### src/rtl/stadium_track_position_top_defines.svh
// Assertion macros for the files that check their own logic; the top file includes them.
`ifndef STADIUM_TRACK_POSITION_TOP_DEFINES_SVH
`define STADIUM_TRACK_POSITION_TOP_DEFINES_SVH

// The consequent must hold in the cycle after the antecedent.
`define STP_ASSERT_NEXT(label, clk, rst, ante, cons, msg) \
   label: assert property (@(posedge clk) disable iff (rst) (ante) |=> (cons)) \
      else $error(msg);

// The consequent must hold in the same cycle as the antecedent.
`define STP_ASSERT_NOW(label, clk, rst, ante, cons, msg) \
   label: assert property (@(posedge clk) disable iff (rst) (ante) |-> (cons)) \
      else $error(msg);

`endif

### src/rtl/stp_pkg.sv
package stp_pkg;

   localparam int DistW  = 32;
   localparam int LapW   = 26;
   localparam int R16W   = 20;
   localparam int S16W   = 24;
   localparam int ArcW   = 22;
   localparam int ScaleW = 16;
   localparam int RsW    = 36;
   localparam int SsW    = 40;
   localparam int QW     = 32;

   localparam logic [30:0] PiQ29     = 31'd1686629713;
   localparam logic [29:0] CordicK   = 30'd652032875;
   localparam logic [31:0] DegQ6Q20  = 32'd3844254675;
   localparam logic [14:0] HalfTurn  = 15'd11520;
   localparam logic [14:0] FullTurn  = 15'd23040;

   localparam logic [7:0] CsrRadius   = 8'd0;
   localparam logic [7:0] CsrStraight = 8'd1;
   localparam logic [7:0] CsrScale    = 8'd2;

   localparam logic [1:0] SegLower = 2'd0;
   localparam logic [1:0] SegRight = 2'd1;
   localparam logic [1:0] SegUpper = 2'd2;
   localparam logic [1:0] SegLeft  = 2'd3;

   typedef struct packed {
      logic [1:0]      seg;
      logic            blank;
      logic [LapW-1:0] lin;
   } item_type;

   typedef struct packed {
      logic [R16W-1:0]   r16;
      logic [S16W-1:0]   s16;
      logic [ScaleW-1:0] scale;
      logic [LapW-2:0]   s16arc;
      logic [LapW-1:0]   s2arc;
      logic [LapW-1:0]   lap;
      logic [RsW-1:0]    rs;
      logic [SsW-1:0]    s16scale;
   } cfg_type;

   function automatic logic [30:0] atan_q30(input int unsigned k);
      case (k)
         0:  atan_q30 = 31'd843314857;
         1:  atan_q30 = 31'd497837829;
         2:  atan_q30 = 31'd263043837;
         3:  atan_q30 = 31'd133525159;
         4:  atan_q30 = 31'd67021687;
         5:  atan_q30 = 31'd33543516;
         6:  atan_q30 = 31'd16775851;
         7:  atan_q30 = 31'd8388437;
         8:  atan_q30 = 31'd4194283;
         9:  atan_q30 = 31'd2097149;
         10: atan_q30 = 31'd1048576;
         11: atan_q30 = 31'd524288;
         12: atan_q30 = 31'd262144;
         13: atan_q30 = 31'd131072;
         14: atan_q30 = 31'd65536;
         15: atan_q30 = 31'd32768;
         16: atan_q30 = 31'd16384;
         17: atan_q30 = 31'd8192;
         18: atan_q30 = 31'd4096;
         19: atan_q30 = 31'd2048;
         20: atan_q30 = 31'd1024;
         21: atan_q30 = 31'd512;
         22: atan_q30 = 31'd256;
         23: atan_q30 = 31'd128;
         24: atan_q30 = 31'd64;
         25: atan_q30 = 31'd32;
         26: atan_q30 = 31'd16;
         27: atan_q30 = 31'd8;
         28: atan_q30 = 31'd4;
         29: atan_q30 = 31'd2;
         30: atan_q30 = 31'd1;
         default: atan_q30 = 31'd0;
      endcase
   endfunction

endpackage

### src/rtl/stp_front.sv
module stp_front import stp_pkg::*; (
   input  logic                    clock,
   input  logic                    reset,
   input  cfg_type                 cfg,
   input  logic                    in_valid,
   output logic                    in_ready,
   input  logic signed [DistW-1:0] in_distance,
   output logic                    out_valid,
   input  logic                    out_ready,
   output item_type                out_item
);

   localparam int Steps = DistW;

   logic            vld_ff [0:Steps];
   logic            neg_ff [0:Steps];
   logic            neg_in [0:Steps];
   logic [DistW-1:0] mag_ff [0:Steps-1];
   logic [DistW-1:0] mag_in [0:Steps-1];
   logic [LapW-1:0] rem_ff [0:Steps];
   logic [LapW-1:0] rem_in [0:Steps];
   logic            dv_ff;
   logic [LapW-1:0] d_ff;
   logic [LapW-1:0] d_in;
   logic            ov_ff;
   item_type        item_ff;
   item_type        item_in;
   logic            adv;

   assign adv       = !ov_ff || out_ready;
   assign in_ready  = adv;
   assign out_valid = ov_ff;
   assign out_item  = item_ff;

   // Restoring remainder of the magnitude by the lap length, one bit per stage.
   always_comb begin
      logic [LapW:0] t;
      t = '0;
      neg_in[0] = in_distance[DistW-1];
      mag_in[0] = in_distance[DistW-1] ? DistW'(-in_distance) : DistW'(in_distance);
      rem_in[0] = '0;
      for (int j = 0; j < Steps; j++) begin
         t = {rem_ff[j], mag_ff[j][DistW-1]};
         if (t >= {1'b0, cfg.lap}) begin
            rem_in[j+1] = LapW'(t - {1'b0, cfg.lap});
         end else begin
            rem_in[j+1] = t[LapW-1:0];
         end
         neg_in[j+1] = neg_ff[j];
         if (j < Steps - 1) begin
            mag_in[j+1] = {mag_ff[j][DistW-2:0], 1'b0};
         end
      end
   end

   always_comb begin
      if (neg_ff[Steps] && (rem_ff[Steps] != '0)) begin
         d_in = cfg.lap - rem_ff[Steps];
      end else begin
         d_in = rem_ff[Steps];
      end
   end

   always_comb begin
      item_in.blank = (cfg.lap == '0);
      if (d_ff < {2'b0, cfg.s16}) begin
         item_in.seg = SegLower;
         item_in.lin = d_ff;
      end else if (d_ff < {1'b0, cfg.s16arc}) begin
         item_in.seg = SegRight;
         item_in.lin = LapW'(d_ff - {2'b0, cfg.s16});
      end else if (d_ff < cfg.s2arc) begin
         item_in.seg = SegUpper;
         item_in.lin = LapW'(cfg.s2arc - d_ff);
      end else begin
         item_in.seg = SegLeft;
         item_in.lin = LapW'(d_ff - cfg.s2arc);
      end
      if (item_in.blank) begin
         item_in.seg = SegLower;
         item_in.lin = '0;
      end
   end

   always_ff @(posedge clock) begin
      if (reset) begin
         for (int k = 0; k <= Steps; k++) begin
            vld_ff[k] <= 1'b0;
         end
         dv_ff <= 1'b0;
         ov_ff <= 1'b0;
      end else if (adv) begin
         vld_ff[0] <= in_valid;
         for (int k = 1; k <= Steps; k++) begin
            vld_ff[k] <= vld_ff[k-1];
         end
         dv_ff <= vld_ff[Steps];
         ov_ff <= dv_ff;
      end
   end

   always_ff @(posedge clock) begin
      if (adv) begin
         for (int k = 0; k <= Steps; k++) begin
            neg_ff[k] <= neg_in[k];
            rem_ff[k] <= rem_in[k];
         end
         for (int k = 0; k < Steps; k++) begin
            mag_ff[k] <= mag_in[k];
         end
         d_ff    <= d_in;
         item_ff <= item_in;
      end
   end

endmodule

### config.mk
export PLATFORM = sky130hd
export DESIGN_NAME = stp_front
export DESIGN_NICKNAME = d
export VERILOG_FILES = /design/src/rtl/stadium_track_position_top_defines.svh /design/src/rtl/stp_pkg.sv /design/src/rtl/stp_front.sv
export SDC_FILE = /design/constraint.sdc
export NUM_CORES = 2
export LEC_CHECK = 0
export BUFFER_PORTS_ARGS = -buffer_cell sky130_fd_sc_hd__buf_2
export CAP_MARGIN = 20
export CORE_UTILIZATION = 55
export DETAILED_ROUTE_END_ITERATION = 10
export GPL_TIMING_DRIVEN = 0
export PLACE_DENSITY = 0.69
export SYNTH_ARGS = -nofsm -noshare
export SYNTH_HDL_FRONTEND = slang
export SYNTH_SLANG_ARGS = --single-unit
### constraint.sdc
create_clock -name clock -period 76.9 [get_ports clock]
set_input_delay 3.845 -clock clock [delete_from_list [all_inputs] [get_ports clock]]
set_output_delay 3.845 -clock clock [all_outputs]
set_load 0.02 [all_outputs]
## Yosys cells after proc, flatten, opt, wreduce, memory -nomap -nowiden

Memories as Yosys holds them, arrays and structs flattened. A register that Yosys moved wholly into a read port is not among the register bits.
Index checks and enable logic that the tools add are counted.

- Add/subtract/negate cells: 37
- Order comparisons: 35
- Multiplexer cells: 78
- Bitwise gates (word level): 33
- Reductions and logical operators: 7

Operators with widths:

| kind | number |
|---|---|
| 26-bit 2-to-1 mux | 36 |
| 26-bit subtractor | 35 |
| 27-bit by 26-bit >= comparator with 1-bit output | 32 |
| 1-bit 2-to-1 mux | 41 |
| 1-bit bitwise OR | 33 |
| 32-bit 2-to-1 mux | 1 |
| 32-bit negator | 1 |
| 26-bit logical NOT | 1 |
| 26-bit by 24-bit less-than comparator with 1-bit output | 1 |
| 26-bit by 25-bit less-than comparator with 1-bit output | 1 |
| 26-bit less-than comparator | 1 |
| 26-bit nonzero test | 1 |
| 26-bit by 24-bit subtractor with 26-bit output | 1 |
| 3-bit OR reduction | 1 |
| 2-bit OR reduction | 1 |
| 1-bit logical AND | 1 |
| 1-bit logical NOT | 1 |
| 1-bit logical OR | 1 |

- Register bits: 56
- Bits in writable memories: 1948
- Bits of input ports: 249
- Output and inout bits: 31
- Logic and storage cells: 200
- Memories: 4

Memories:

| name | depth | bits a word | rd ports | clocked after Yosys merged registers in | write ports | RTL line | source |
|---|---|---|---|---|---|---|---|
| mag_ff | 32 | 32 | 32 | 0 | 32 | stp_front.sv:18 | `logic [DistW-1:0] mag_ff [0:Steps-1];` |
| rem_ff | 33 | 26 | 33 | 0 | 33 | stp_front.sv:20 | `logic [LapW-1:0] rem_ff [0:Steps];` |
| neg_ff | 33 | 1 | 33 | 0 | 33 | stp_front.sv:16 | `logic neg_ff [0:Steps];` |
| vld_ff | 33 | 1 | 33 | 1 | 33 | stp_front.sv:15 | `logic vld_ff [0:Steps];` |

## Logic depth before layout (Yosys ltp)

- Depth in word-level cells: 6
- Depth in mapped cells: 15
- Gate-level depth less buffers: 14

## Least setup slack after synthesis

No wires, ideal clock.

- Path type: input to output
- Start point: input out_ready
- End point: output in_ready
- Arrival time: 31921 ps
- Data required time: 73055 ps
- Setup slack: 41134 ps
- Stages on the path: 2
- Path buffers: 0
- Path through: nor2b_1 -> inv_1

- Longest elaborated chain between the ends: 1

RTL lines:

| what | RTL line | source |
|---|---|---|
| from (decl) | stp_front.sv:9 | `input logic out_ready,` |
| 1-bit logical OR | stp_front.sv:30 | `assign adv = !ov_ff \|\| out_ready;` |
| to (decl) | stp_front.sv:6 | `output logic in_ready,` |

Every way passes these cells.

## Final worst setup path

Same ends and word-level chain as after synthesis.

==> flow_summary_export.csv <==
group,metric,value,unit
routing,totalWireLength,269000,um
sta,finalHoldViolations,0,
sta,tightest_slew,1140,ps
routing,first_iter_violations,6187,
routing,wl_met2,125000,um
logic_synthesis,synth_area,99600,um2
sta,fin_skew,50.3,ps
floorplanning,initial_utilization,0.556,
cts,clockBufferDepth,3,
place,place_congestion,0.951,
cts,cts_sinks,1483,
final_layout,syn_to_final_growth,10.6,%
cts,postCtsSetupRepairBufs,0,
global_routing,grt_pass1_wl,412000,um
logic_synthesis,synth_common_cells,"1481 x edfxtp_1, 933 x ha_1, 831 x a21oi_1",
cts,cts_tree,"yes",
routing,top_layer_used,"met5",
sta,post-route-min-period,10290,ps
setup_path,worstPathMaxFanout,145,
setup_path,critPathArrivalTime,6440,ps
global_routing,grt_max_degree,146,
place,dpl.hpwl,198000,um
routing,ant_nets,0,
power,irDropWorstVdd,0.0307,mV
final_layout,drive_above_1_share,0.0813,
cts,cts-root-buf,"clkbuf_16",
global_routing,overflow,0,
cts,clk_latency,830,ps
setup_path,end_kind,"output pin",
setup_path,crit_path_cell_trace,"buf_2 -> nor2b_1 -> inv_8 -> buf_16 -> buf_16 -> buf_16 -> buf_2",
sta,grt_setup_unrepaired,"no",
logic_synthesis,syn-mean-instance-area,10.3,um2
cts,numCtsBuffers,167,
cts,path_clk_slew,60,ps
setup_path,crit_type,"input pin to output pin",
setup_path,cp_common_cell,"buf_16",
logic_synthesis,yosys.cell_types.count,84,
global_routing,grtUsageTotal,0.287,
logic_synthesis,synthMostInstantiatedCell,"edfxtp_1",
sta,setup_violations,0,
place,place_area,104000,um2
logic_synthesis,synth_enable_flop_cells,1481,
routing,vias,77700,
logic_synthesis,async_flop_share,0,
floorplanning,dieArea,183000,um2
job,cap_violations,0,
sta,slew_violations,0,
setup_path,ff2ff_setup_slack,71490,ps
final_layout,nets,11200,
setup_path,slowest_stage,"buf_16",
routing,drc,0,
logic_synthesis,synth-seq-area-share,0.447,
worst_hold_path,hold_class,"flip-flop to flip-flop",
power,leakage,46.6,nW
logic_synthesis,synth_top_area_frac,0.447,
routing,wl_met3,16400,um
logic_synthesis,synth_nets,10900,
global_routing,grt_antenna_before_repair,6,
place,io_buffers,167,
setup_path,startpoint_type,"input pin",
logic_synthesis,yosys_warnings,0,
sta,fmax,0.0972,GHz
logic_synthesis,ys_top_cells_by_area,"edfxtp_1 45%, ha_1 12%, a21oi_1 4.2%",
routing,drt-met1-wl,115000,um
power,power_density,32.6,nW/um2
sta,hold-worst-slack,403,ps
global_routing,grt_pass1_vias,74700,
floorplanning,row_count,155,
logic_synthesis,synth_cells,9661,
final_layout,final_cell_area,110000,um2
routing,vias_per_cell,6.20,
setup_path,cp.required,73060,ps
setup_path,slowest_delay,530,ps
sta,finalCritPeriodShare,0.134,
status,status,"complete, no violations",
floorplanning,die_y,428,um
logic_synthesis,ys.flop_type,"edfxtp_1",
cts,ctsHoldBuffers,0,
logic_synthesis,synth_top_area_cell,"edfxtp_1",
logic_synthesis,ys_seq_elements,1483,
sta,tns,0,ps
cts,h-tree-depth,4,
routing,wl_per_cell,21.5,um
floorplanning,die_x,428,um
floorplanning,core-area,179000,um2
cts,cts_resized,0,
power,p_total,3.59,mW
sta,max_slew_margin,0.241,
floorplanning,ios,280,
routing,dr.pass1.iters,7,
[path summary, 6_finish.rpt]
| check | cells past startpoint | end | from |
|---|---|---|---|
| setup / recovery | 7 | in_ready | out_ready |
| setup reg to reg | 14 | out_item[20] | d_ff[6] |
| hold reg to reg | 0 | mag_ff[1][153] | mag_ff[1][120] |
| hold / removal | 0 | mag_ff[1][153] | mag_ff[1][120] |
[flip-flops by register name, summed over array words and instances (netlist names)]
| register | flops |
|---|---|
| dv_ff | 1 |
| d_ff | 26 |
| vld_ff | 33 |
| rem_ff | 832 |
| out_valid | 1 |
| neg_ff | 33 |
| mag_ff | 528 |
| out_item | 29 |
[critical path, delay by kind of cell]
family	cells	cell delay [ps]
simple gates	1	120
buf+inv	6	2150
[cell usage in the layout, fill, tap and decap left out, drive strengths merged, types with 268 or more instances in the layout]
cell type     n
ha          933
inv         450
clkbuf      403
nand2       805
edfxtp     1481
nor2        660
a21oi       831
xnor2       437
o21ai       782
xor2        268
a21o        347
[per-stage QoR]
step / cells / utilization / worst slack [ps]
after detailed placement: 12200 / 0.582 / 66540
final: 12500 / 0.614 / 66610
after CTS: 12500 / 0.614 / 66550
after global routing: 12500 / 0.614 / 66390
after global placement: 12200 / 0.577 / 27270
after floorplan: 9661 / - / 41130
[power by group]
group          leakage (nW)  switching, mW  internal, mW
Sequential             16.4          0.113          1.11
Clock                  2.80          0.341         0.495
Combinational          27.4          0.889         0.635
Total                  46.6           1.34          2.24
[area by class of cell]
cell class,instances,area [um2]
Clock buffer,189,4260
Clock inverter,117,1550
Fill cell,14600,69100
Antenna cell,2,5.00
Tap cell,2355,2950
Sequential cell,1483,44500
Timing Repair Buffer,202,1700
Multi-Input combinational cell,7499,52500
Inverter,443,1710
Buffer,236,898
[kinds of logic after synthesis]
family / share of synthesized area
AOI/OAI and AO/OA: 0.180
and+or+nand+nor: 0.127
DFF: 0.447
adders and majority gates: 0.124
xor gates and xnor gates: 0.0620
buffers and inverters: 0.0257
muxes: 0.0339
[layer usage]
layer / vias to the layer above / GRT usage
met4: 6 / 0.128
li1: 37100 / -
met2: 2762 / 0.477
met1: 37100 / 0.373
met5: - / 0
met3: 663 / 0.0410
No activity file was read; power rests on OpenSTA's default activity.
