$ cat config.mk
export PLATFORM = sky130hd
export DESIGN_NAME = stp_queue
export DESIGN_NICKNAME = d
export VERILOG_FILES = /design/src/rtl/stadium_track_position_top_defines.svh /design/src/rtl/stp_pkg.sv /design/src/rtl/stp_queue.sv
export SDC_FILE = /design/constraint.sdc
export NUM_CORES = 1
export LEC_CHECK = 0
export BUFFER_PORTS_ARGS = -buffer_cell sky130_fd_sc_hd__buf_2
export CAP_MARGIN = 20
export CORE_ASPECT_RATIO = 2
export CORE_MARGIN = 2
export CORE_UTILIZATION = 35
export DETAILED_ROUTE_END_ITERATION = 16
export SYNTH_ARGS = -nofsm -noshare
export SYNTH_HDL_FRONTEND = slang
export SYNTH_SLANG_ARGS = --single-unit
$ cat constraint.sdc
create_clock -name clock -period 2 [get_ports clock]
set_input_delay 0.1 -clock clock [delete_from_list [all_inputs] [get_ports clock]]
set_output_delay 0.1 -clock clock [all_outputs]
set_load 0.005 [all_outputs]
$ cat src/rtl/stadium_track_position_top_defines.svh
// Assertion macros for the files that check their own logic; the top file includes them.
`ifndef STADIUM_TRACK_POSITION_TOP_DEFINES_SVH
`define STADIUM_TRACK_POSITION_TOP_DEFINES_SVH

// The consequent must hold in the cycle after the antecedent.
`define STP_ASSERT_NEXT(label, clk, rst, ante, cons, msg) \
   label: assert property (@(posedge clk) disable iff (rst) (ante) |=> (cons)) \
      else $error(msg);

// The consequent must hold in the same cycle as the antecedent.
`define STP_ASSERT_NOW(label, clk, rst, ante, cons, msg) \
   label: assert property (@(posedge clk) disable iff (rst) (ante) |-> (cons)) \
      else $error(msg);

`endif

$ cat src/rtl/stp_pkg.sv
package stp_pkg;

   localparam int DistW  = 32;
   localparam int LapW   = 26;
   localparam int R16W   = 20;
   localparam int S16W   = 24;
   localparam int ArcW   = 22;
   localparam int ScaleW = 16;
   localparam int RsW    = 36;
   localparam int SsW    = 40;
   localparam int QW     = 32;

   localparam logic [30:0] PiQ29     = 31'd1686629713;
   localparam logic [29:0] CordicK   = 30'd652032875;
   localparam logic [31:0] DegQ6Q20  = 32'd3844254675;
   localparam logic [14:0] HalfTurn  = 15'd11520;
   localparam logic [14:0] FullTurn  = 15'd23040;

   localparam logic [7:0] CsrRadius   = 8'd0;
   localparam logic [7:0] CsrStraight = 8'd1;
   localparam logic [7:0] CsrScale    = 8'd2;

   localparam logic [1:0] SegLower = 2'd0;
   localparam logic [1:0] SegRight = 2'd1;
   localparam logic [1:0] SegUpper = 2'd2;
   localparam logic [1:0] SegLeft  = 2'd3;

   typedef struct packed {
      logic [1:0]      seg;
      logic            blank;
      logic [LapW-1:0] lin;
   } item_type;

   typedef struct packed {
      logic [R16W-1:0]   r16;
      logic [S16W-1:0]   s16;
      logic [ScaleW-1:0] scale;
      logic [LapW-2:0]   s16arc;
      logic [LapW-1:0]   s2arc;
      logic [LapW-1:0]   lap;
      logic [RsW-1:0]    rs;
      logic [SsW-1:0]    s16scale;
   } cfg_type;

   function automatic logic [30:0] atan_q30(input int unsigned k);
      case (k)
         0:  atan_q30 = 31'd843314857;
         1:  atan_q30 = 31'd497837829;
         2:  atan_q30 = 31'd263043837;
         3:  atan_q30 = 31'd133525159;
         4:  atan_q30 = 31'd67021687;
         5:  atan_q30 = 31'd33543516;
         6:  atan_q30 = 31'd16775851;
         7:  atan_q30 = 31'd8388437;
         8:  atan_q30 = 31'd4194283;
         9:  atan_q30 = 31'd2097149;
         10: atan_q30 = 31'd1048576;
         11: atan_q30 = 31'd524288;
         12: atan_q30 = 31'd262144;
         13: atan_q30 = 31'd131072;
         14: atan_q30 = 31'd65536;
         15: atan_q30 = 31'd32768;
         16: atan_q30 = 31'd16384;
         17: atan_q30 = 31'd8192;
         18: atan_q30 = 31'd4096;
         19: atan_q30 = 31'd2048;
         20: atan_q30 = 31'd1024;
         21: atan_q30 = 31'd512;
         22: atan_q30 = 31'd256;
         23: atan_q30 = 31'd128;
         24: atan_q30 = 31'd64;
         25: atan_q30 = 31'd32;
         26: atan_q30 = 31'd16;
         27: atan_q30 = 31'd8;
         28: atan_q30 = 31'd4;
         29: atan_q30 = 31'd2;
         30: atan_q30 = 31'd1;
         default: atan_q30 = 31'd0;
      endcase
   endfunction

endpackage

$ cat src/rtl/stp_queue.sv
module stp_queue import stp_pkg::*; #(
   parameter int DEPTH = 4
) (
   input  logic     clock,
   input  logic     reset,
   input  logic     in_valid,
   output logic     in_ready,
   input  item_type in_item,
   output logic     out_valid,
   input  logic     out_ready,
   output item_type out_item
);

   localparam int PtrW = (DEPTH > 1) ? $clog2(DEPTH) : 1;
   localparam int CntW = $clog2(DEPTH + 1);

   item_type        mem_ff [0:DEPTH-1];
   logic [PtrW-1:0] wr_ptr_ff;
   logic [PtrW-1:0] rd_ptr_ff;
   logic [CntW-1:0] count_ff;
   logic            push;
   logic            pop;

   assign in_ready  = (count_ff != CntW'(DEPTH));
   assign out_valid = (count_ff != '0);
   assign out_item  = mem_ff[rd_ptr_ff];
   assign push      = in_valid && in_ready;
   assign pop       = out_valid && out_ready;

   always_ff @(posedge clock) begin
      if (reset) begin
         wr_ptr_ff <= '0;
         rd_ptr_ff <= '0;
         count_ff  <= '0;
      end else begin
         if (push) begin
            wr_ptr_ff <= (wr_ptr_ff == PtrW'(DEPTH - 1)) ? '0 : wr_ptr_ff + 1'b1;
         end
         if (pop) begin
            rd_ptr_ff <= (rd_ptr_ff == PtrW'(DEPTH - 1)) ? '0 : rd_ptr_ff + 1'b1;
         end
         if (push && !pop) begin
            count_ff <= count_ff + 1'b1;
         end else if (pop && !push) begin
            count_ff <= count_ff - 1'b1;
         end
      end
   end

   always_ff @(posedge clock) begin
      if (push) begin
         mem_ff[wr_ptr_ff] <= in_item;
      end
   end

endmodule

# Yosys cells after proc, flatten, opt, wreduce, memory -nomap -nowiden
# Memory sizes are Yosys's and may differ from the RTL's. A register that Yosys moved wholly into a read port is not among the register bits.
# Cells that the tools add are included.
dict set report classes {
  addsub 4
  n_eq_ne 3
  mux 8
  reduce_logical 8
}
# operator n
set op_table {}
lappend op_table {{two-way mux 2 bit} 4}
lappend op_table {{two-way mux 3 bit} 2}
lappend op_table {{adder 2 x 1 -> 2 bit, second input constant} 2}
lappend op_table {{equality test 2 bit, second input constant} 2}
lappend op_table {{logical AND 1 bit} 4}
lappend op_table {{adder 3 x 1 -> 3 bit, second input constant} 1}
lappend op_table {{!= test 3 bit, second input constant} 1}
lappend op_table {{nonzero test 3 bit} 1}
lappend op_table {{subtractor 3 x 1 -> 3 bit, second input constant} 1}
lappend op_table {{logical NOT 1 bit} 2}
lappend op_table {{two-way mux 1 bit} 2}
lappend op_table {{nonzero test 2 bit} 1}
dict set report word_totals {
  reg_bits 7
  ram_bits 116
  inputBits 33
  out_inout_bits 31
  word_cells 27
  n_memories 1
}
# name depth width rd rd_ports_with_merged_regs wr line
set mem_list {}
lappend mem_list {mem_ff 4 29 1 1 1 stp_queue.sv:17} ;# item_type mem_ff [0:DEPTH-1];

# Depth between registers and ports, before layout
# Gate-level depths: netlist (run 1).
dict set report depth {
  depth_word 6
  mapped_depth 9
  mapped_depth_nobuf 8
}

# Least setup slack after synthesis (run 1)
# OpenSTA, ideal clock, no wires.
dict set report synth_timing {
  path_type {register to register}
  start {register count_ff[0]}
  end {register count_ff[2]}
  setup_time_ns 0.070
  t_arrival_ns 2.119
  required_ns 1.930
  slack_ns -0.189
  path_stages_with_launch 8
  path_buffers 0
  synth_period_minus_slack_ns 2.189
  path_cell_list {dfxtp_1 > o31ai_1 > ha_1 > inv_1 > fa_1 > xor2_1 > or3_2 > a21oi_1}
}
dict set report synth_via {
  elab_chain_cells 5
  word_cells_on_any_way 13
  classes_between {2 x add/sub; 1 x eq/ne; 2 x mux; 8 x reduce/logical}
}
# element line
set synth_lines {}
lappend synth_lines {{start: declaration} stp_queue.sv:20} ;# logic [CntW-1:0] count_ff;
lappend synth_lines {{start signal: assignment} stp_queue.sv:43} ;# count_ff <= count_ff + 1'b1;
lappend synth_lines {{start signal: assignment} stp_queue.sv:45} ;# count_ff <= count_ff - 1'b1;
lappend synth_lines {{parallel branches: the longest is 5 deep, another holds subtractor 3 x 1 -> 3 bit} n/a}
# Parallel ways; which one is timed is not known. The select of a mux whose other input is x is not followed.
# A chain may end at the register's enable or synchronous reset.

# Final worst setup path (run 1)
dict set report layout_timing {
  start {register count_ff[2]}
  end {register count_ff[2]}
}
dict set report layout_via {
  elab_chain_cells 5
  word_cells_on_any_way 13
  classes_between {2 x add/sub; 1 x eq/ne; 2 x mux; 8 x reduce/logical}
}
# element line
set layout_lines {}
lappend layout_lines {{!= test 3 bit *} stp_queue.sv:24} ;# assign in_ready = (count_ff != CntW'(DEPTH));
lappend layout_lines {{logical AND 1 bit *} stp_queue.sv:27} ;# assign push = in_valid && in_ready;
lappend layout_lines {{named net push} stp_queue.sv:21} ;# logic push;
lappend layout_lines {{logical NOT 1 bit} stp_queue.sv:44} ;# end else if (pop && !push) begin
lappend layout_lines {{logical AND 1 bit} stp_queue.sv:44}
lappend layout_lines {{nonzero test 2 bit (no line)} n/a}
# The timed path passes the listed nets; every way through them passes the cells marked *. The select of a mux whose other input is x is not followed.

==> reports/summary.md, run 1 <==
- result of the run: finished, final reports clean
- worst r2r dst: count_ff[2]$_SDFFE_PP0P_
- CTS HTree Levels: 4
- number of antenna violations at the first check in global routing: 0
- Maximum Capacitance Violations: 0
- minimum clock period: 1.97 ns
- via count of the first global-routing pass: 2478
- register-to-register path setup slack: 0.03 ns
- syn_nets: 239
- Worst Setup Slack, final: 0.0299 ns
- Crit path required time: 2.33 ns
- antenna diode instance count: 0
- share of synthesized area occupied by flip-flops and latches: 0.787
- antenna viol nets, final: 0
- Clock Pin Slew Worst Setup and Hold Paths: 0.06 ns
- number of fillers in the final layout: 1098
- number of design rule violations left after detail routing: 0
- Syn Std Cell Area: 4650 sq um
- setup clock skew after layout: 0.00584 ns
- worst reg-to-reg path cell count: 8
- 1st-iter DRT viols: 116
- Cell Pwr Density: 1310 nW/um^2
- combinational power share: 0.190
- DIE WIDTH: 85.5 um
- share of the clock period used by the worst path: 0.985
- cell count after placement: 411
- Die Outline Area: 14300 sq um
- drt wl/cell: 17.8 um
- Sink Count: 125
- DP HPWL: 5070 um
- number of nets in the finished design: 350
- Worst Min Path Start: in_valid
- worst-case clock buffer depth: 2
- Hold Fails Final Rpt: 0
- via/cell ratio: 4.83
- worst slack at placement: 0.0367 ns
- fraction of power consumed by the clock network: 0.395
- Post-synth EDFFs: 116
- P_sw: 0.00194 W
- cell count of the worst hold path: 3
- Final Max Slew Viols: 0
- setup repair after global routing missed its margin: yes
- via count: 2293
- dominant synthesized flop cell: sky130_fd_sc_hd__edfxtp_1
- synthesis warning total: 0
- Hold Path Class: in -> reg
- switching part of the total: 0.241
- arrival time reported for the critical path endpoint: 2.30 ns
- placeable core region: 13000 sq um
- clock tree root buffer cell: sky130_fd_sc_hd__clkbuf_16
- LEAKAGE: 2.15 nW
- pin count of the biggest net entering global routing: 30
- type of the worst setup path: reg -> reg
- delay contributed by the slowest stage of the critical path: 0.36 ns
- Post-synth top cells: sky130_fd_sc_hd__edfxtp_1 (116), sky130_fd_sc_hd__mux4_2 (29), sky130_fd_sc_hd__dfxtp_1 (9)
- Starting Density: 0.358
- WHS Endpoint: wr_ptr_ff[0]$_SDFFE_PP0P_
- standard-cell row count: 59
- sequential group share of total power: 0.415
- FMAX: 508 MHz
- peak supply drop: 0.000688 V
- global-route usage over all layers: 0.127
- Worst Tran Pin Value: 0.801 ns
- ordered list of cells on the worst path: or3b_4 > and2_4 > ha_4 > inv_2 > fa_2 > xor2_2 > or3_4 > a21oi_2
- slowest stage cell, crit path: sky130_fd_sc_hd__dfxtp_4
- number of iterations in the first detailed-routing pass: 4
- top fanout value on the critical path: 5
- fin util: 0.474
- fraction of final layout cells sized beyond drive strength 1: 0.464
- most instantiated library cell after synthesis: sky130_fd_sc_hd__edfxtp_1
- final cell count without fillers: 475
- Total Wirelength: 8440 um
- endpoint type of the worst setup path: flip-flop
- gp weighted congestion: 0.727
- remaining global-route overflow: 0
- Reg2Reg Launch Point: count_ff[2]$_SDFFE_PP0P_
- Avg Synthesized Cell Area: 23.4 sq um
- Die H: 167 um
- Seq cells post-synth: 125
- design internal power: 0.00611 W
- worst-skew pair later-pin latency: 0.40 ns
- fraction of registers with async set or reset after synthesis: 0
- largest cells by area after synthesis: sky130_fd_sc_hd__edfxtp_1 (75%), sky130_fd_sc_hd__mux4_2 (14%), sky130_fd_sc_hd__dfxtp_1 (3.9%)
- proportion of netlist area held by the largest area contributor: 0.748
- cell taking the most area after synthesis: sky130_fd_sc_hd__edfxtp_1
- Slew HR: 0.466
- cell count after synthesis: 199
- TritonCTS buffer count: 17
- count of input and output buffers: 63
- number of top-level pins: 64
- area growth from synthesis to final layout: 32.4%
- # setup viols final: 0
- first-pass GRT wire length: 13000 um
- Setup crit start kind: flip-flop
- TritonCTS clock tree: yes
- count of distinct cell types in the synthesized netlist: 26
## state kept, by name, summed over array words and instances (netlist names), named ones only
register and cells:
mem_ff 116, count_ff 3, rd_ptr_ff 2, wr_ptr_ff 2
## power by group through the flow
stage	Sequential (W)	Combinational (W)	Clock, W
after floorplan	0.00333	0.000952	0
after CTS	0.00334	0.00153	0.00322
final	0.00334	0.00153	0.00318
after global placement	0.00337	0.00145	0
after global routing	0.00337	0.00170	0.00332
after detailed placement	0.00339	0.00148	0
## cell families after synthesis
logic type | after synthesis | share of synthesized area
AOI/OAI and AO/OA | 5 | 0.00753
xor gates and xnor gates | 2 | 0.00376
adders and majority gates | 7 | 0.0204
buffers and inverters | 11 | 0.0116
DFF | 125 | 0.787
muxes | 32 | 0.147
and+or+nand+nor | 17 | 0.0228
## placed cells by master, fill, tap and decap left out, drive strengths merged
| master | count |
|---|---|
| o31ai | 2 |
| nor2 | 3 |
| nand2b | 2 |
| mux2i | 3 |
| and2 | 1 |
| clkinv | 5 |
| or3 | 3 |
| a21oi | 2 |
| buf | 70 |
| clkbuf | 17 |
| or3b | 1 |
| and3 | 4 |
| edfxtp | 116 |
| clkinvlp | 4 |
| inv | 5 |
| nand2 | 1 |
| nor3 | 1 |
| nand3 | 1 |
| mux4 | 29 |
| bufinv | 4 |
| dfxtp | 9 |
| dlygate4sd3 | 30 |
| o21ai | 1 |
| xor2 | 2 |
| ha | 6 |
| fa | 1 |
## worst max-delay path by stage
stage / cells after the start / start / end
after detailed placement: 8 / count_ff[0]$_SDFFE_PP0P_ / count_ff[2]$_SDFFE_PP0P_
after floorplan: 9 / count_ff[0]$_SDFFE_PP0P_ / count_ff[2]$_SDFFE_PP0P_
final: 8 / count_ff[2]$_SDFFE_PP0P_ / count_ff[2]$_SDFFE_PP0P_
after CTS: 8 / count_ff[0]$_SDFFE_PP0P_ / count_ff[2]$_SDFFE_PP0P_
after global routing: 8 / count_ff[2]$_SDFFE_PP0P_ / count_ff[2]$_SDFFE_PP0P_
after global placement: 8 / count_ff[0]$_SDFFE_PP0P_ / count_ff[2]$_SDFFE_PP0P_
## layout make-up
cell class	count	area, sq um	share of cell area
repair buffers	100	681	0.110
multi-input cells	63	983	0.160
well taps	152	190	0.0309
flip-flops and latches	125	3680	0.597
inverters	3	11.3	0.00183
clock buffers	17	425	0.0690
clock inverters	15	195	0.0317
## per-stage QoR
step / power (W) / instance area, sq um / TNS [ns] / hold slack, ns
after global placement: 0.00482 / 5210 / 0 / 0.312
after floorplan: 0.00428 / 4700 / 0 / 0.199
after CTS: 0.00809 / 6120 / 0 / 0.0000156
final: 0.00805 / 6160 / 0 / 0.00633
after detailed placement: 0.00488 / 5210 / 0 / 0.317
after global routing: 0.00839 / 6160 / -0.0388 / 0.0393
## worst max-delay path: cells and delay by family, from the launching register on
kind | cells | cell delay (ns)
adder cells (fa/ha/maj) | 2 | 0.48
flip-flops | 1 | 0.36
XOR/XNOR | 1 | 0.16
AO/OA/AOI/OAI | 1 | 0.14
AND/OR/NAND/NOR | 3 | 0.72
buffers and inverters | 1 | 0.03
## metal layers
metal	track usage	vias to the layer above	wire [um]
li1	-	1051	-
met1	0.133	1173	3180
met2	0.220	54	4680
met3	0.0421	15	348
met4	0.0642	0	234
met5	0	-	0
## repair_timing
action / 4_1_cts / 5_1_grt
buffers inserted: 0 / 2
hold buffers: 29 / 1
hold endpoints to repair: 116 / 1
endpoints found under the setup margin: 0 / 1
resized for setup: 0 / 4
(Power assumes the default switching activity.)
==> run 2, diff against run 1 <==
--- a/config.mk
+++ b/config.mk
@@ -7,10 +7,10 @@
 export LEC_CHECK = 0
 export BUFFER_PORTS_ARGS = -buffer_cell sky130_fd_sc_hd__buf_2
 export CAP_MARGIN = 20
-export CORE_ASPECT_RATIO = 2
 export CORE_MARGIN = 2
-export CORE_UTILIZATION = 35
+export CORE_UTILIZATION = 45
 export DETAILED_ROUTE_END_ITERATION = 16
+export PLACE_DENSITY = 0.67
 export SYNTH_ARGS = -nofsm -noshare
 export SYNTH_HDL_FRONTEND = slang
 export SYNTH_SLANG_ARGS = --single-unit
==> reports/summary.md, run 2 (synthesized netlist as in run 1, its figures left out) <==
- result of the run: finished, final reports clean, unchanged
- Starting Density: 0.457, was 0.358
- combinational power share: 0.194, was 0.190
- worst reg-to-reg path cell count: 8, unchanged
- Final Max Slew Viols: 0, unchanged
- pin count of the biggest net entering global routing: 30, unchanged
- first-pass GRT wire length: 12600 um, was 13000 um
- post-route total power: 0.00769 W, was 0.00805 W
- Die Outline Area: 11200 sq um, was 14300 sq um
- registers with the most flip-flops: mem_ff (116), count_ff (3), unchanged
- antenna diode instance count: 0, unchanged
- type of the worst setup path: reg -> reg, unchanged
- Maximum Capacitance Violations: 0, unchanged
- via count of the first global-routing pass: 2448, was 2478
- Hold Fails Final Rpt: 0, unchanged
- clock tree root buffer cell: sky130_fd_sc_hd__clkbuf_8, was sky130_fd_sc_hd__clkbuf_16
- setup repair after global routing missed its margin: no, was yes
- FMAX: 522 MHz, was 508 MHz
- TritonCTS clock tree: yes, unchanged
- Clock Pin Slew Worst Setup and Hold Paths: 0.06 ns, about the same
- switching part of the total: 0.233, was 0.241
- remaining global-route overflow: 0, unchanged
- area growth from synthesis to final layout: 30.8%, was 32.4%
- Reg2Reg Launch Point: count_ff[0]$_SDFFE_PP0P_, was count_ff[2]$_SDFFE_PP0P_
- DP HPWL: 4760 um, was 5070 um
- max FFs per register: 116, unchanged
- P_sw: 0.00179 W, was 0.00194 W
- LEAKAGE: 2.13 nW, was 2.15 nW
- number of design rule violations left after detail routing: 0, unchanged
- global-route usage over all layers: 0.153, was 0.127
- TritonCTS buffer count: 17, unchanged
- total negative setup slack: 0 ns, unchanged
- worst-case clock buffer depth: 2, unchanged
- share of the clock period used by the worst path: 0.958, was 0.985
- register-to-register path setup slack: 0.08 ns, was 0.03 ns
- number of top-level pins: 64, unchanged
- peak supply drop: 0.000677 V, was 0.000688 V
- number of iterations in the first detailed-routing pass: 6, was 4
- Hold Path Class: in -> reg, unchanged
- minimum clock period: 1.92 ns, was 1.97 ns
- fraction of final layout cells sized beyond drive strength 1: 0.441, was 0.464
- endpoint type of the worst setup path: flip-flop, unchanged
- Cell Pwr Density: 1260 nW/um^2, was 1310 nW/um^2
- Setup crit start kind: flip-flop, unchanged
- gp weighted congestion: 0.719, was 0.727
- worst setup path start: count_ff[0]$_SDFFE_PP0P_, was count_ff[2]$_SDFFE_PP0P_
- CTS HTree Levels: 4, unchanged
- top fanout value on the critical path: 5, unchanged
- fraction of power consumed by the clock network: 0.369, was 0.395
- Crit path required time: 2.43 ns, was 2.33 ns
- Die H: 106 um, was 167 um
- drt wl/cell: 17.4 um, was 17.8 um
- via/cell ratio: 5.06, was 4.83
- count of input and output buffers: 63, unchanged
- antenna viol nets, final: 0, unchanged
- register bank with the most flops: mem_ff, unchanged
- 1st-iter DRT viols: 122, was 116
- most used cells in the layout excluding fill and tap cells: sky130_fd_sc_hd__edfxtp_1 (116), sky130_fd_sc_hd__buf_2 (63), sky130_fd_sc_hd__dlygate4sd3_1 (31), sky130_fd_sc_hd__mux4_2 (29), sky130_fd_sc_hd__clkbuf_16 (16), was sky130_fd_sc_hd__edfxtp_1 (116), sky130_fd_sc_hd__buf_2 (63), sky130_fd_sc_hd__dlygate4sd3_1 (30), sky130_fd_sc_hd__mux4_2 (29), sky130_fd_sc_hd__clkbuf_16 (17)
- number of nets in the finished design: 351, was 350
- setup clock skew after layout: 0.00762 ns, was 0.00584 ns
- cell count of the worst hold path: 5, was 3
- number of antenna violations at the first check in global routing: 0, unchanged
- worst r2r dst: count_ff[2]$_SDFFE_PP0P_, unchanged
- sequential group share of total power: 0.436, was 0.415
- Critical Path Sink: count_ff[2]$_SDFFE_PP0P_, unchanged
- placeable core region: 10200 sq um, was 13000 sq um
- Total Wirelength: 7980 um, was 8440 um
- worst-skew pair later-pin latency: 0.50 ns, was 0.40 ns
- arrival time reported for the critical path endpoint: 2.35 ns, was 2.30 ns
- via count: 2318, was 2293
- Slew HR: 0.463, was 0.466
- # setup viols final: 0, unchanged
- Worst Tran Pin Value: 0.805 ns, was 0.801 ns
- DIE WIDTH: 106 um, was 85.5 um
- design internal power: 0.00590 W, was 0.00611 W
- standard-cell row count: 37, was 59
- most common library cell in the layout ignoring fill and taps: sky130_fd_sc_hd__edfxtp_1, unchanged
- Sink Count: 125, unchanged
[run 2: cell count changes in the layout (fill, tap and decap cells not counted), sizes merged]
cell | previous run | this run
clkbuf | 17 | 21
clkinvlp | 4 | 1
dlygate4sd3 | 30 | 31
bufinv | 4 | 3
inv | 5 | 3
[run 2: worst min path at each step]
stage / from / end
2_1_floorplan: in_item[0] / mem_ff[0][0]$_DFFE_PP_
3_3_place_gp: in_item[18] / mem_ff[3][18]$_DFFE_PP_
3_5_place_dp: in_item[17] / mem_ff[2][17]$_DFFE_PP_
4_1_cts: out_ready / flip-flop
5_1_grt: out_ready / flip-flop
6_report: out_ready / flip-flop
[run 2: critical path: stages (launching register included)]
cell,delay [ns]
sky130_fd_sc_hd__dfxtp_4,0.37
sky130_fd_sc_hd__or3b_1,0.39
sky130_fd_sc_hd__and2_4,0.17
sky130_fd_sc_hd__ha_4,0.16
sky130_fd_sc_hd__inv_2,0.05
sky130_fd_sc_hd__fa_2,0.19
sky130_fd_sc_hd__xor2_1,0.08
sky130_fd_sc_hd__or3_4,0.33
sky130_fd_sc_hd__a21oi_2,0.11
[run 2: layer usage]
| metal | part of all wire | GRT usage |
|---|---|---|
| met1 | 0.44 | 0.195 |
| met2 | 0.51 | 0.243 |
| met3 | 0.050 | 0.0538 |
| met4 | 0.0085 | 0.0573 |
| met5 | 0 | 0 |
[run 2: per-stage QoR]
| step | std cells | area, sq um | hold slack [ns] | worst slack (ns) | utilization |
|---|---|---|---|---|---|
| floorplan | 199 | 4700 | 0.199 | 0.0408 | - |
| global placement | 395 | 5200 | 0.315 | 0.113 | 0.511 |
| detailed placement | 395 | 5200 | 0.322 | 0.0830 | 0.511 |
| CTS | 456 | 6070 | 0.0869 | 0.0405 | 0.596 |
| global route | 458 | 6090 | 0.120 | 0.00181 | 0.598 |
| finish | 458 | 6090 | 0.107 | 0.0832 | 0.598 |
[run 2: power by group through the flow]
stage	clock [W]	combinational [W]	sequential, W
detailed placement	0	0.00145	0.00341
floorplan	0	0.000952	0.00333
global route	0.00301	0.00164	0.00339
finish	0.00284	0.00149	0.00336
CTS	0.00289	0.00151	0.00336
global placement	0	0.00143	0.00339
[run 2: area by class of cell]
| type | count | area (sq um) |
|---|---|---|
| clock buffer | 21 | 429 |
| clock inverter | 9 | 121 |
| fill | 759 | 4100 |
| inverter | 3 | 11.3 |
| multi-input combinational | 63 | 973 |
| sequential | 125 | 3680 |
| tap | 136 | 170 |
| timing repair buffer | 101 | 707 |
[run 2: timing repair]
item | CTS | global route
hold buffers | 31 | 0
pin swaps | 0 | 0
endpoints found under the hold margin | 124 | 0
resized for setup | 2 | 1
buffers inserted | 0 | 2
endpoints found under the setup margin | 12 | 1
